--- src/rtl/dltq_pkg.sv ---
// Shared types, codes and constants of the delta-list timer queue.
package dltq_pkg;

   localparam int DefMaxTasks = 16;
   localparam int MaxResults  = 16;
   localparam int DeltaW      = 13;
   localparam int MsW         = 16;
   localparam int TagW        = 8;
   localparam int SlotOutW    = 4;
   // ms to 10 ms ticks: floor(x / 10) == (x * 52429) >> 19 for any 16-bit x
   localparam logic [16:0] TickRecip = 17'd52429;
   localparam int          TickShift = 19;

   typedef enum logic [1:0] {
      CMD_ADD  = 2'd0,
      CMD_TICK = 2'd1,
      CMD_DISP = 2'd2,
      CMD_NOP  = 2'd3
   } cmd_type;

   typedef enum logic [1:0] {
      KIND_ADD_OK   = 2'd0,
      KIND_ADD_FULL = 2'd1,
      KIND_DUE      = 2'd2
   } kind_type;

   typedef enum logic [3:0] {
      OP_NONE,
      OP_LATCH,
      OP_TICK,
      OP_CLAIM,
      OP_REJECT,
      OP_LSTART,
      OP_WALK,
      OP_FIN,
      OP_CSTART,
      OP_COUNT,
      OP_POP
   } op_type;

   typedef enum logic [3:0] {
      ST_IDLE,
      ST_TICK,
      ST_ADD,
      ST_LSTART,
      ST_WALK,
      ST_FIN,
      ST_CSTART,
      ST_COUNT,
      ST_POP
   } state_type;

   typedef struct packed {
      op_type op;
   } ctl_type;

   typedef struct packed {
      logic [1:0] req_cmd;
      logic       out_free;
      logic       free_found;
      logic       nonempty;
      logic       walk_stop;
      logic       count_stop;
      logic       cnt_zero;
      logic       cnt_one;
      logic       period_nz;
   } stat_type;

   // ms value to ticks through the reciprocal product
   function automatic logic [DeltaW-1:0] ms_to_ticks(input logic [MsW-1:0] ms);
      logic [32:0] prod;
      prod = {17'd0, ms} * {16'd0, TickRecip};
      return prod[TickShift+DeltaW-1:TickShift];
   endfunction

endpackage

--- src/rtl/dltq_if.sv ---
// Request and response channel interfaces.
interface dltq_req_if import dltq_pkg::*; ();
   logic           valid;
   logic           ready;
   logic [1:0]     command;
   logic [TagW-1:0] task_tag;
   logic [MsW-1:0] delay_ms;
   logic [MsW-1:0] period_ms;
   modport source (output valid, command, task_tag, delay_ms, period_ms, input ready);
   modport sink   (input valid, command, task_tag, delay_ms, period_ms, output ready);
endinterface

interface dltq_rsp_if import dltq_pkg::*; ();
   logic               valid;
   logic               ready;
   logic [1:0]         kind;
   logic [TagW-1:0]    due_tag;
   logic [SlotOutW-1:0] slot_index;
   logic               is_periodic;
   logic               last_result;
   modport source (output valid, kind, due_tag, slot_index, is_periodic, last_result,
                   input ready);
   modport sink   (input valid, kind, due_tag, slot_index, is_periodic, last_result,
                   output ready);
endinterface

--- src/rtl/dltq_datapath.sv ---
// Slot stores, list pointers, walk registers and result register.
module dltq_datapath import dltq_pkg::*; #(
   parameter int MAX_TASKS = DefMaxTasks
) (
   input  logic         clock,
   input  logic         reset,
   dltq_req_if.sink     req_bus,
   dltq_rsp_if.source   rsp_bus,
   input  ctl_type      ctl,
   output stat_type     stat
);
   localparam int SW      = (MAX_TASKS > 1) ? $clog2(MAX_TASKS) : 1;
   localparam int DueMax  = (MAX_TASKS < MaxResults) ? MAX_TASKS : MaxResults;
   localparam int CW      = $clog2(DueMax + 1);

   logic [DeltaW-1:0] delta_mem  [MAX_TASKS];
   logic [MsW-1:0]    period_mem [MAX_TASKS];
   logic [TagW-1:0]   tag_mem    [MAX_TASKS];
   logic [SW-1:0]     next_mem   [MAX_TASKS];
   logic              lv_mem     [MAX_TASKS];
   logic [MAX_TASKS-1:0] busy_ff;

   logic [SW-1:0]     head_ff, cur_ff, prev_ff, slot_ff;
   logic              nonempty_ff, hp_ff, hc_ff;
   logic [DeltaW-1:0] ticks_ff;
   logic [CW-1:0]     cnt_ff;
   logic [TagW-1:0]   tag_ff;
   logic [MsW-1:0]    delay_ff, period_ff;

   logic              out_valid_ff;
   kind_type          out_kind_ff;
   logic [TagW-1:0]   out_tag_ff;
   logic [SlotOutW-1:0] out_slot_ff;
   logic              out_per_ff, out_last_ff;

   logic [SW-1:0]     free_idx;
   logic              free_found;
   logic [DeltaW-1:0] cur_delta;
   logic              ge, cur_dz;
   logic [MsW-1:0]    head_period;

   always_comb begin
      free_idx   = '0;
      free_found = 1'b0;
      for (int i = MAX_TASKS - 1; i >= 0; i--) begin
         if (!busy_ff[i]) begin
            free_idx   = SW'(i);
            free_found = 1'b1;
         end
      end
   end

   assign cur_delta   = delta_mem[cur_ff];
   assign ge          = ticks_ff >= cur_delta;
   assign cur_dz      = cur_delta == '0;
   assign head_period = period_mem[head_ff];

   assign stat.req_cmd    = req_bus.command;
   assign stat.out_free   = !out_valid_ff || rsp_bus.ready;
   assign stat.free_found = free_found;
   assign stat.nonempty   = nonempty_ff;
   assign stat.walk_stop  = !ge || !lv_mem[cur_ff];
   assign stat.count_stop = (cnt_ff == CW'(DueMax)) || !cur_dz || !lv_mem[cur_ff];
   assign stat.cnt_zero   = cnt_ff == '0;
   assign stat.cnt_one    = cnt_ff == CW'(1);
   assign stat.period_nz  = head_period != '0;

   // undefined-until-written stores
   always_ff @(posedge clock) begin
      case (ctl.op)
         OP_TICK: begin
            if (nonempty_ff && delta_mem[head_ff] != '0)
               delta_mem[head_ff] <= delta_mem[head_ff] - DeltaW'(1);
         end
         OP_CLAIM: begin
            tag_mem[free_idx]    <= tag_ff;
            period_mem[free_idx] <= period_ff;
         end
         OP_LSTART: begin
            if (!nonempty_ff) begin
               delta_mem[slot_ff] <= ticks_ff;
               lv_mem[slot_ff]    <= 1'b0;
            end
         end
         OP_FIN: begin
            delta_mem[slot_ff] <= ticks_ff;
            if (hc_ff) begin
               next_mem[slot_ff]  <= cur_ff;
               lv_mem[slot_ff]    <= 1'b1;
               delta_mem[cur_ff]  <= cur_delta - ticks_ff;
            end else begin
               lv_mem[slot_ff] <= 1'b0;
            end
            if (hp_ff) begin
               next_mem[prev_ff] <= slot_ff;
               lv_mem[prev_ff]   <= 1'b1;
            end
         end
         default: ;
      endcase
   end

   // control and walk registers
   always_ff @(posedge clock) begin
      if (reset) begin
         busy_ff     <= '0;
         head_ff     <= '0;
         nonempty_ff <= 1'b0;
         cnt_ff      <= '0;
      end else begin
         case (ctl.op)
            OP_LATCH: begin
               tag_ff    <= req_bus.task_tag;
               delay_ff  <= req_bus.delay_ms;
               period_ff <= req_bus.period_ms;
            end
            OP_CLAIM: begin
               busy_ff[free_idx] <= 1'b1;
               slot_ff           <= free_idx;
               ticks_ff          <= ms_to_ticks(delay_ff);
            end
            OP_LSTART: begin
               if (!nonempty_ff) begin
                  head_ff     <= slot_ff;
                  nonempty_ff <= 1'b1;
               end else begin
                  cur_ff <= head_ff;
                  hp_ff  <= 1'b0;
               end
            end
            OP_WALK: begin
               hc_ff <= !ge;
               if (ge) begin
                  ticks_ff <= ticks_ff - cur_delta;
                  prev_ff  <= cur_ff;
                  hp_ff    <= 1'b1;
                  if (lv_mem[cur_ff])
                     cur_ff <= next_mem[cur_ff];
               end
            end
            OP_FIN: begin
               if (!hp_ff)
                  head_ff <= slot_ff;
            end
            OP_CSTART: begin
               cur_ff <= head_ff;
               cnt_ff <= '0;
            end
            OP_COUNT: begin
               if (cnt_ff != CW'(DueMax) && cur_dz) begin
                  cnt_ff <= cnt_ff + CW'(1);
                  cur_ff <= next_mem[cur_ff];
               end
            end
            OP_POP: begin
               cnt_ff <= cnt_ff - CW'(1);
               if (lv_mem[head_ff])
                  head_ff <= next_mem[head_ff];
               else
                  nonempty_ff <= 1'b0;
               if (head_period != '0) begin
                  slot_ff  <= head_ff;
                  ticks_ff <= ms_to_ticks(head_period);
               end else begin
                  busy_ff[head_ff] <= 1'b0;
               end
            end
            default: ;
         endcase
      end
   end

   // result register
   always_ff @(posedge clock) begin
      if (reset) begin
         out_valid_ff <= 1'b0;
      end else begin
         case (ctl.op)
            OP_CLAIM, OP_REJECT, OP_POP: out_valid_ff <= 1'b1;
            default: if (rsp_bus.ready) out_valid_ff <= 1'b0;
         endcase
      end
   end

   always_ff @(posedge clock) begin
      case (ctl.op)
         OP_CLAIM: begin
            out_kind_ff <= KIND_ADD_OK;
            out_tag_ff  <= tag_ff;
            out_slot_ff <= SlotOutW'(free_idx);
            out_per_ff  <= 1'b0;
            out_last_ff <= 1'b1;
         end
         OP_REJECT: begin
            out_kind_ff <= KIND_ADD_FULL;
            out_tag_ff  <= tag_ff;
            out_slot_ff <= '0;
            out_per_ff  <= 1'b0;
            out_last_ff <= 1'b1;
         end
         OP_POP: begin
            out_kind_ff <= KIND_DUE;
            out_tag_ff  <= tag_mem[head_ff];
            out_slot_ff <= SlotOutW'(head_ff);
            out_per_ff  <= head_period != '0;
            out_last_ff <= cnt_ff == CW'(1);
         end
         default: ;
      endcase
   end

   assign rsp_bus.valid       = out_valid_ff;
   assign rsp_bus.kind        = out_kind_ff;
   assign rsp_bus.due_tag     = out_tag_ff;
   assign rsp_bus.slot_index  = out_slot_ff;
   assign rsp_bus.is_periodic = out_per_ff;
   assign rsp_bus.last_result = out_last_ff;

   a_head_busy: assert property (@(posedge clock) disable iff (reset)
      nonempty_ff |-> busy_ff[head_ff])
      else $error("list head slot is free");

   a_cnt_bound: assert property (@(posedge clock) disable iff (reset)
      cnt_ff <= CW'(DueMax))
      else $error("due count above limit");

   a_reject_slot: assert property (@(posedge clock) disable iff (reset)
      out_valid_ff && out_kind_ff == KIND_ADD_FULL |-> out_slot_ff == '0)
      else $error("rejected add carries a slot");

   a_tick_dec: assert property (@(posedge clock) disable iff (reset)
      ctl.op == OP_TICK && nonempty_ff && delta_mem[head_ff] != '0
      |=> delta_mem[$past(head_ff)] == $past(delta_mem[head_ff]) - DeltaW'(1))
      else $error("tick did not decrement head");

   a_pop_needs_count: assert property (@(posedge clock) disable iff (reset)
      ctl.op == OP_POP |-> cnt_ff != '0 && nonempty_ff)
      else $error("pop without a due entry");

endmodule

--- src/rtl/dltq_ctrl.sv ---
// Sequencer for add, tick and dispatch requests.
module dltq_ctrl import dltq_pkg::*; (
   input  logic     clock,
   input  logic     reset,
   input  logic     req_valid,
   output logic     req_ready,
   input  stat_type stat,
   output ctl_type  ctl
);
   state_type state_ff, state_in;
   logic      disp_ff, disp_in;
   state_type after_link;

   always_ff @(posedge clock) begin
      if (reset) begin
         state_ff <= ST_IDLE;
         disp_ff  <= 1'b0;
      end else begin
         state_ff <= state_in;
         disp_ff  <= disp_in;
      end
   end

   assign after_link = disp_ff ? ST_POP : ST_IDLE;

   always_comb begin
      state_in  = state_ff;
      disp_in   = disp_ff;
      ctl.op    = OP_NONE;
      req_ready = 1'b0;
      case (state_ff)
         ST_IDLE: begin
            req_ready = 1'b1;
            if (req_valid) begin
               ctl.op = OP_LATCH;
               case (stat.req_cmd)
                  CMD_ADD:  state_in = ST_ADD;
                  CMD_TICK: state_in = ST_TICK;
                  CMD_DISP: state_in = ST_CSTART;
                  default:  state_in = ST_IDLE;
               endcase
            end
         end
         ST_TICK: begin
            ctl.op   = OP_TICK;
            state_in = ST_IDLE;
         end
         ST_ADD: begin
            if (stat.out_free) begin
               if (stat.free_found) begin
                  ctl.op   = OP_CLAIM;
                  disp_in  = 1'b0;
                  state_in = ST_LSTART;
               end else begin
                  ctl.op   = OP_REJECT;
                  state_in = ST_IDLE;
               end
            end
         end
         ST_LSTART: begin
            ctl.op   = OP_LSTART;
            state_in = stat.nonempty ? ST_WALK : after_link;
         end
         ST_WALK: begin
            ctl.op = OP_WALK;
            if (stat.walk_stop) state_in = ST_FIN;
         end
         ST_FIN: begin
            ctl.op   = OP_FIN;
            state_in = after_link;
         end
         ST_CSTART: begin
            ctl.op   = OP_CSTART;
            state_in = stat.nonempty ? ST_COUNT : ST_IDLE;
         end
         ST_COUNT: begin
            ctl.op = OP_COUNT;
            if (stat.count_stop) state_in = ST_POP;
         end
         ST_POP: begin
            if (stat.cnt_zero) begin
               state_in = ST_IDLE;
            end else if (stat.out_free) begin
               ctl.op = OP_POP;
               if (stat.period_nz) begin
                  disp_in  = 1'b1;
                  state_in = ST_LSTART;
               end else if (stat.cnt_one) begin
                  state_in = ST_IDLE;
               end
            end
         end
         default: state_in = ST_IDLE;
      endcase
   end

   a_ready_idle: assert property (@(posedge clock) disable iff (reset)
      req_ready |-> state_ff == ST_IDLE)
      else $error("request taken outside idle");

   a_walk_after_start: assert property (@(posedge clock) disable iff (reset)
      state_ff == ST_WALK |-> $past(state_ff) == ST_LSTART || $past(state_ff) == ST_WALK)
      else $error("walk entered without list start");

   a_fin_follows_walk: assert property (@(posedge clock) disable iff (reset)
      state_ff == ST_FIN |-> $past(state_ff) == ST_WALK)
      else $error("link finish without walk");

endmodule

--- src/rtl/delta_list_task_timer_queue_top.sv ---
// Top level of the delta-list task timer queue.
// Keeps up to MAX_TASKS timed tasks in one linked list sorted by due time, each
// entry holding its delay in 10 ms ticks relative to the entry ahead of it. One
// request is worked on at a time; a new request is taken once the sequencer is
// back in idle, even while the last response still waits in the output register.
// Tick decrements the head delay unless it is already zero. Add rejects when
// the queue is full, else claims a free slot and links it in: directly into an
// empty list, else after a walk that compares one entry per step. Dispatch does
// nothing on an empty list, else counts the entries inspected (the due run,
// plus the first entry not yet due if there is one), then pops each due entry;
// a periodic entry is relinked, directly into an empty list or else by a walk,
// before the next pop. A closing step in the pop state finishes a dispatch that
// ends on a relink or finds nothing due. A stalled response holds the add and
// pop steps. The list walk steps over the link store one entry per cycle. No
// clearing pass is needed after reset.
module delta_list_task_timer_queue_top import dltq_pkg::*; #(
   parameter int MAX_TASKS = DefMaxTasks
) (
   input  logic       clock,
   input  logic       reset,
   dltq_req_if.sink   req_bus,
   dltq_rsp_if.source rsp_bus
);
   ctl_type  ctl;
   stat_type stat;

   // sequencer: decodes the request and steps the list operations
   dltq_ctrl u_ctrl (
      .clock     (clock),
      .reset     (reset),
      .req_valid (req_bus.valid),
      .req_ready (req_bus.ready),
      .stat      (stat),
      .ctl       (ctl)
   );

   // stores, walk pointers and response register
   dltq_datapath #(
      .MAX_TASKS (MAX_TASKS)
   ) u_datapath (
      .clock   (clock),
      .reset   (reset),
      .req_bus (req_bus),
      .rsp_bus (rsp_bus),
      .ctl     (ctl),
      .stat    (stat)
   );

endmodule
--- src/flat_wrapper.sv ---
// flat-port wrapper written by rule: the top's interface ports become plain ports
module delta_list_task_timer_queue_top_flat import dltq_pkg::*;
#(
   parameter int MAX_TASKS = DefMaxTasks
)
  (clock, reset, req_bus_valid, req_bus_command, req_bus_task_tag, req_bus_delay_ms, req_bus_period_ms, req_bus_ready, rsp_bus_valid, rsp_bus_kind, rsp_bus_due_tag, rsp_bus_slot_index, rsp_bus_is_periodic, rsp_bus_last_result, rsp_bus_ready);
  dltq_req_if req_bus_i ();
  dltq_rsp_if rsp_bus_i ();
  input  logic clock;
  input  logic reset;
  input wire logic [$bits(req_bus_i.valid)-1:0] req_bus_valid;
  input wire logic [$bits(req_bus_i.command)-1:0] req_bus_command;
  input wire logic [$bits(req_bus_i.task_tag)-1:0] req_bus_task_tag;
  input wire logic [$bits(req_bus_i.delay_ms)-1:0] req_bus_delay_ms;
  input wire logic [$bits(req_bus_i.period_ms)-1:0] req_bus_period_ms;
  output wire logic [$bits(req_bus_i.ready)-1:0] req_bus_ready;
  output wire logic [$bits(rsp_bus_i.valid)-1:0] rsp_bus_valid;
  output wire logic [$bits(rsp_bus_i.kind)-1:0] rsp_bus_kind;
  output wire logic [$bits(rsp_bus_i.due_tag)-1:0] rsp_bus_due_tag;
  output wire logic [$bits(rsp_bus_i.slot_index)-1:0] rsp_bus_slot_index;
  output wire logic [$bits(rsp_bus_i.is_periodic)-1:0] rsp_bus_is_periodic;
  output wire logic [$bits(rsp_bus_i.last_result)-1:0] rsp_bus_last_result;
  input wire logic [$bits(rsp_bus_i.ready)-1:0] rsp_bus_ready;
  assign req_bus_i.valid = req_bus_valid;
  assign req_bus_i.command = req_bus_command;
  assign req_bus_i.task_tag = req_bus_task_tag;
  assign req_bus_i.delay_ms = req_bus_delay_ms;
  assign req_bus_i.period_ms = req_bus_period_ms;
  assign req_bus_ready = req_bus_i.ready;
  assign rsp_bus_valid = rsp_bus_i.valid;
  assign rsp_bus_kind = rsp_bus_i.kind;
  assign rsp_bus_due_tag = rsp_bus_i.due_tag;
  assign rsp_bus_slot_index = rsp_bus_i.slot_index;
  assign rsp_bus_is_periodic = rsp_bus_i.is_periodic;
  assign rsp_bus_last_result = rsp_bus_i.last_result;
  assign rsp_bus_i.ready = rsp_bus_ready;
  delta_list_task_timer_queue_top #(.MAX_TASKS(MAX_TASKS)) u_core (.clock(clock), .reset(reset), .req_bus(req_bus_i), .rsp_bus(rsp_bus_i));
endmodule
--- config.mk ---
export PLATFORM = sky130hd
export DESIGN_NAME = delta_list_task_timer_queue_top_flat
export DESIGN_NICKNAME = d
export VERILOG_FILES = /design/src/rtl/dltq_pkg.sv /design/src/rtl/dltq_if.sv /design/src/rtl/dltq_datapath.sv /design/src/rtl/dltq_ctrl.sv /design/src/rtl/delta_list_task_timer_queue_top.sv /design/src/flat_wrapper.sv
export SDC_FILE = /design/constraint.sdc
export NUM_CORES = 2
export LEC_CHECK = 0
export BUFFER_PORTS_ARGS = -buffer_cell sky130_fd_sc_hd__buf_2
export CAP_MARGIN = 20
export CORE_MARGIN = 10
export CORE_UTILIZATION = 50
export CTS_BUF_LIST = sky130_fd_sc_hd__clkbuf_2
export CTS_CLUSTER_SIZE = 14
export DETAILED_ROUTE_END_ITERATION = 7
export PLACE_DENSITY = 0.78
export SLEW_MARGIN = 20
export SYNTH_ARGS = -nofsm -noshare
export SYNTH_HDL_FRONTEND = slang
export SYNTH_SLANG_ARGS = --single-unit
--- constraint.sdc ---
create_clock -name clock -period 11.2 [get_ports clock]
set_input_delay 1.12 -clock clock [delete_from_list [all_inputs] [get_ports clock]]
set_output_delay 1.12 -clock clock [all_outputs]
set_load 0.1 [all_outputs]
==> results.md <==
- Worst EP required: 12.44 ns
- Post-cts resize count: 0
- Clk buf depth: 3
- Crit-path max FO: 24
- Kind of end point of the critical path: register
- Flops & latches, synth: ~800
- Crit start category: register
- Final wirelength: about 120,000 µm
- Initial DRC count: 3,516
- Number of I/O port buffers: 63
- Post-CTS Hold Fix Bufs: 42
- Rel. slew slack: roughly 28%
- Final nets: around 4,200
- GR Util met2: 37.9%
- Fin crit share: roughly 80%
- Setup Fix Bufs, Post-CTS: 0
- Seq/Total Area, Yosys: between 40% and 50%
- Vias in the first global route: roughly 32,000
- Total die area: 108,000 µm²
- Vias/cell: between 6 and 7
- RSZ-0062 raised after global routing: false
- Final Critical Period: approximately 9.0 ns
- Most frequent cells in the layout: edfxtp_1 (739), inv_1 (380), ha_1 (297)
- Worst path arrival time: 10.25 ns
- Clock Tree Root: clkbuf_2
- Commonest register cell after synthesis: edfxtp_1
- M3 GR Usage: between 4 and 5%
- RePlAce Congestion: 0.911
- Final Slew Violations: 0
- Slew @ Worst Pin: about 1.1 ns
- Vias: a little over 30,000
- Post-synth ARST share: 0%
- GRT Resource Usage Total: a little under a quarter
- Worst Skew: around 0.13 ns
- CTS buffer count: about 180
- Kind of critical path: reg2reg
- Yosys warnings: 0
- Fin. Hold Viols: 0
- Placeable Area: between 90,000 and 100,000 µm²
- Area growth syn-to-layout: 7.93%
- Commonest non-fill, non-tap cell in the layout: edfxtp_1
- Synth cell types: 89
- Drt wl/cell: 24.8 µm
- CTS Sinks: 795
- Final TNS setup: 0 ns
- Largest net degree at the start of global routing: a little under 80
- Row Count: roughly 110
- Number of synthesized flops with an enable pin: around 740
- Status: finished, final reports clean
- Post-synthesis cell count: about 3,500
- Met1 GRT Util: a little under a third
- DPL Wire Length: 85,600 µm
- Global-route wire length before repair: between 150,000 and 200,000 µm
- Htree depth: 4
- Clk slew on worst S/H paths: between 0.1 and 0.15 ns
- Mapped Area: around 47,000 µm²
- Effective utilization at floorplan: 50.6%
- Setup Viol. Count Final: 0
- Share of layout cells above drive strength 1: 21.4%
- CTS tree: yes
- Initial antenna violation count: 4
- Worst hold path type: in2reg
- Pre-Repair DR Iteration Count: 8
- Drc violations: 0
- Syn_nets: 3,986
- Worst skew pair latency: approximately 1.5 ns
- Syn_area_per_cell: 13.6 µm²
- Maxcap violations: 0
- Die Ht: between 300 and 400 µm
- GRT overflow: 0
- Most used routing layer: met2
- ANT nets after route: 0
- Max frequency: between 100 and 150 MHz
- Die X: 328 µm
- Top-Level Pins: 64
[path summary, 6_finish.rpt]
check / startpoint / end / slack, ns / depth (start not counted)
worst max-delay path: register / u_core.u_datapath.ticks_ff[12]$_DFFE_PP_ / 2.19 / 22
worst min-delay path: reset / u_core.u_datapath.cnt_ff[4]$_SDFFE_PP0P_ / 0.18 / 3
worst max register to register: register / u_core.u_datapath.ticks_ff[12]$_DFFE_PP_ / 2.19 / 22
worst min register to register: u_core.u_datapath.lv_mem[5]$_DFF_P_ / u_core.u_datapath.lv_mem[5]$_DFF_P_ / 0.49 / 2
[sequential cells by signal, summed over array words and instances (netlist names), 5 cells and up, named ones only]
signal                             cells
u_core.u_datapath.ticks_ff            13
u_core.u_datapath.lv_mem              16
u_core.u_datapath.next_mem            64
u_core.u_datapath.busy_ff             16
u_core.u_datapath.delta_mem          208
u_core.u_datapath.tag_ff               8
u_core.u_datapath.rsp_bus.due_tag      8
u_core.u_datapath.cnt_ff               5
u_core.u_datapath.delay_ff            16
u_core.u_datapath.period_mem         256
u_core.u_datapath.period_ff           16
u_core.u_datapath.tag_mem            128
[cells by family (layout without fill, tap and decap cells)]
logic type / count (synthesis) / count (layout) / share of synthesized area, %
flip-flops: 795 / 795 / 49.1
AND/OR/NAND/NOR: 624 / 624 / 6.12
buffers and inverters: 568 / 873 / 4.85
AO/OA/AOI/OAI: 539 / 539 / 7.08
adder cells (fa/ha/maj): 458 / 458 / 14.6
multiplexers: 447 / 447 / 17.3
XOR/XNOR: 51 / 51 / 0.941
other: 0 / 2 / 0
[critical path: stages, from the launching register on]
cell,delay [ns]
dfxtp_1,0.89
clkinv_2,0.87
mux4_2,0.89
ha_1,0.42
xor2_1,0.19
ha_1,0.20
a21o_1,0.19
fa_1,0.53
fa_1,0.43
fa_1,0.49
inv_1,0.05
fa_1,0.47
inv_1,0.04
ha_1,0.33
nand4_1,0.25
or4_1,0.64
or2_2,0.32
a2111oi_0,0.59
o31a_1,0.32
a41oi_1,0.17
mux2i_1,0.18
o211ai_1,0.09
nand3b_1,0.17
[synthesized netlist by cell type (7+ instances only)]
cell type	instances	share of area [%]
edfxtp_1	739	47
inv_1	381	3.0
ha_1	297	7.8
nand2_1	282	2.2
mux4_2	272	13
o21ai_0	202	2.1
fa_1	161	6.8
nor2_1	112	0.89
clkbuf_1	104	0.82
a21oi_1	97	1.0
mux2i_1	83	1.8
mux2_2	78	1.9
dfxtp_1	56	2.4
nand3_1	44	0.46
a21o_1	39	0.62
nand2b_1	39	0.51
buf_2	36	0.38
nor3_1	36	0.38
o21ai_1	28	0.30
xnor2_1	27	0.50
xor2_1	24	0.44
buf_1	21	0.17
o31ai_1	21	0.33
a211oi_1	20	0.32
nand4_1	18	0.24
nor2b_1	18	0.24
mux4_1	14	0.77
o22ai_1	13	0.17
and3_1	12	0.16
and4_1	11	0.20
o211ai_1	11	0.17
o21a_1	11	0.17
or3_1	10	0.13
a21boi_0	8	0.13
a31oi_1	8	0.11
clkbuf_4	8	0.13
o21bai_1	8	0.13
a22oi_1	7	0.11
a311oi_1	7	0.13
o221ai_1	7	0.13
[layout make-up]
cell class                 instances  area, µm²
multi-input combinational       2119      22000
fill                            7533      42500
antenna                            2       5.00
sequential                       795      23300
clock inverter                    67        418
tap                             1254       1570
inverter                         383       1440
clock buffer                     252       1260
timing repair buffer             171       1260
[through the flow]
| stage | std cells | setup slack [ns] | hold slack [ns] | utilization (%) | area (µm²) |
|---|---|---|---|---|---|
| floorplan | 3482 | 2.38 | 0.450 | - | 47500 |
| global placement | 4679 | 2.44 | 0.463 | 52.4 | 49100 |
| detailed placement | 4679 | 2.23 | 0.473 | 52.4 | 49100 |
| CTS | 5040 | 2.17 | 0.0537 | 54.6 | 51200 |
| global route | 5043 | 1.58 | 0.111 | 54.6 | 51200 |
| finish | 5043 | 2.19 | 0.183 | 54.6 | 51200 |
[per-layer routing]
layer	share of wire [%]	wire, µm	vias up
met4	3.5	4340	4
met5	0.019	24	-
met3	9.9	12400	323
li1	-	-	13485
met2	48	60500	1841
met1	38	47700	15529
Power is not shown: default switching activity piles up to over one toggle a cycle in this logic, so the estimate is an artifact.
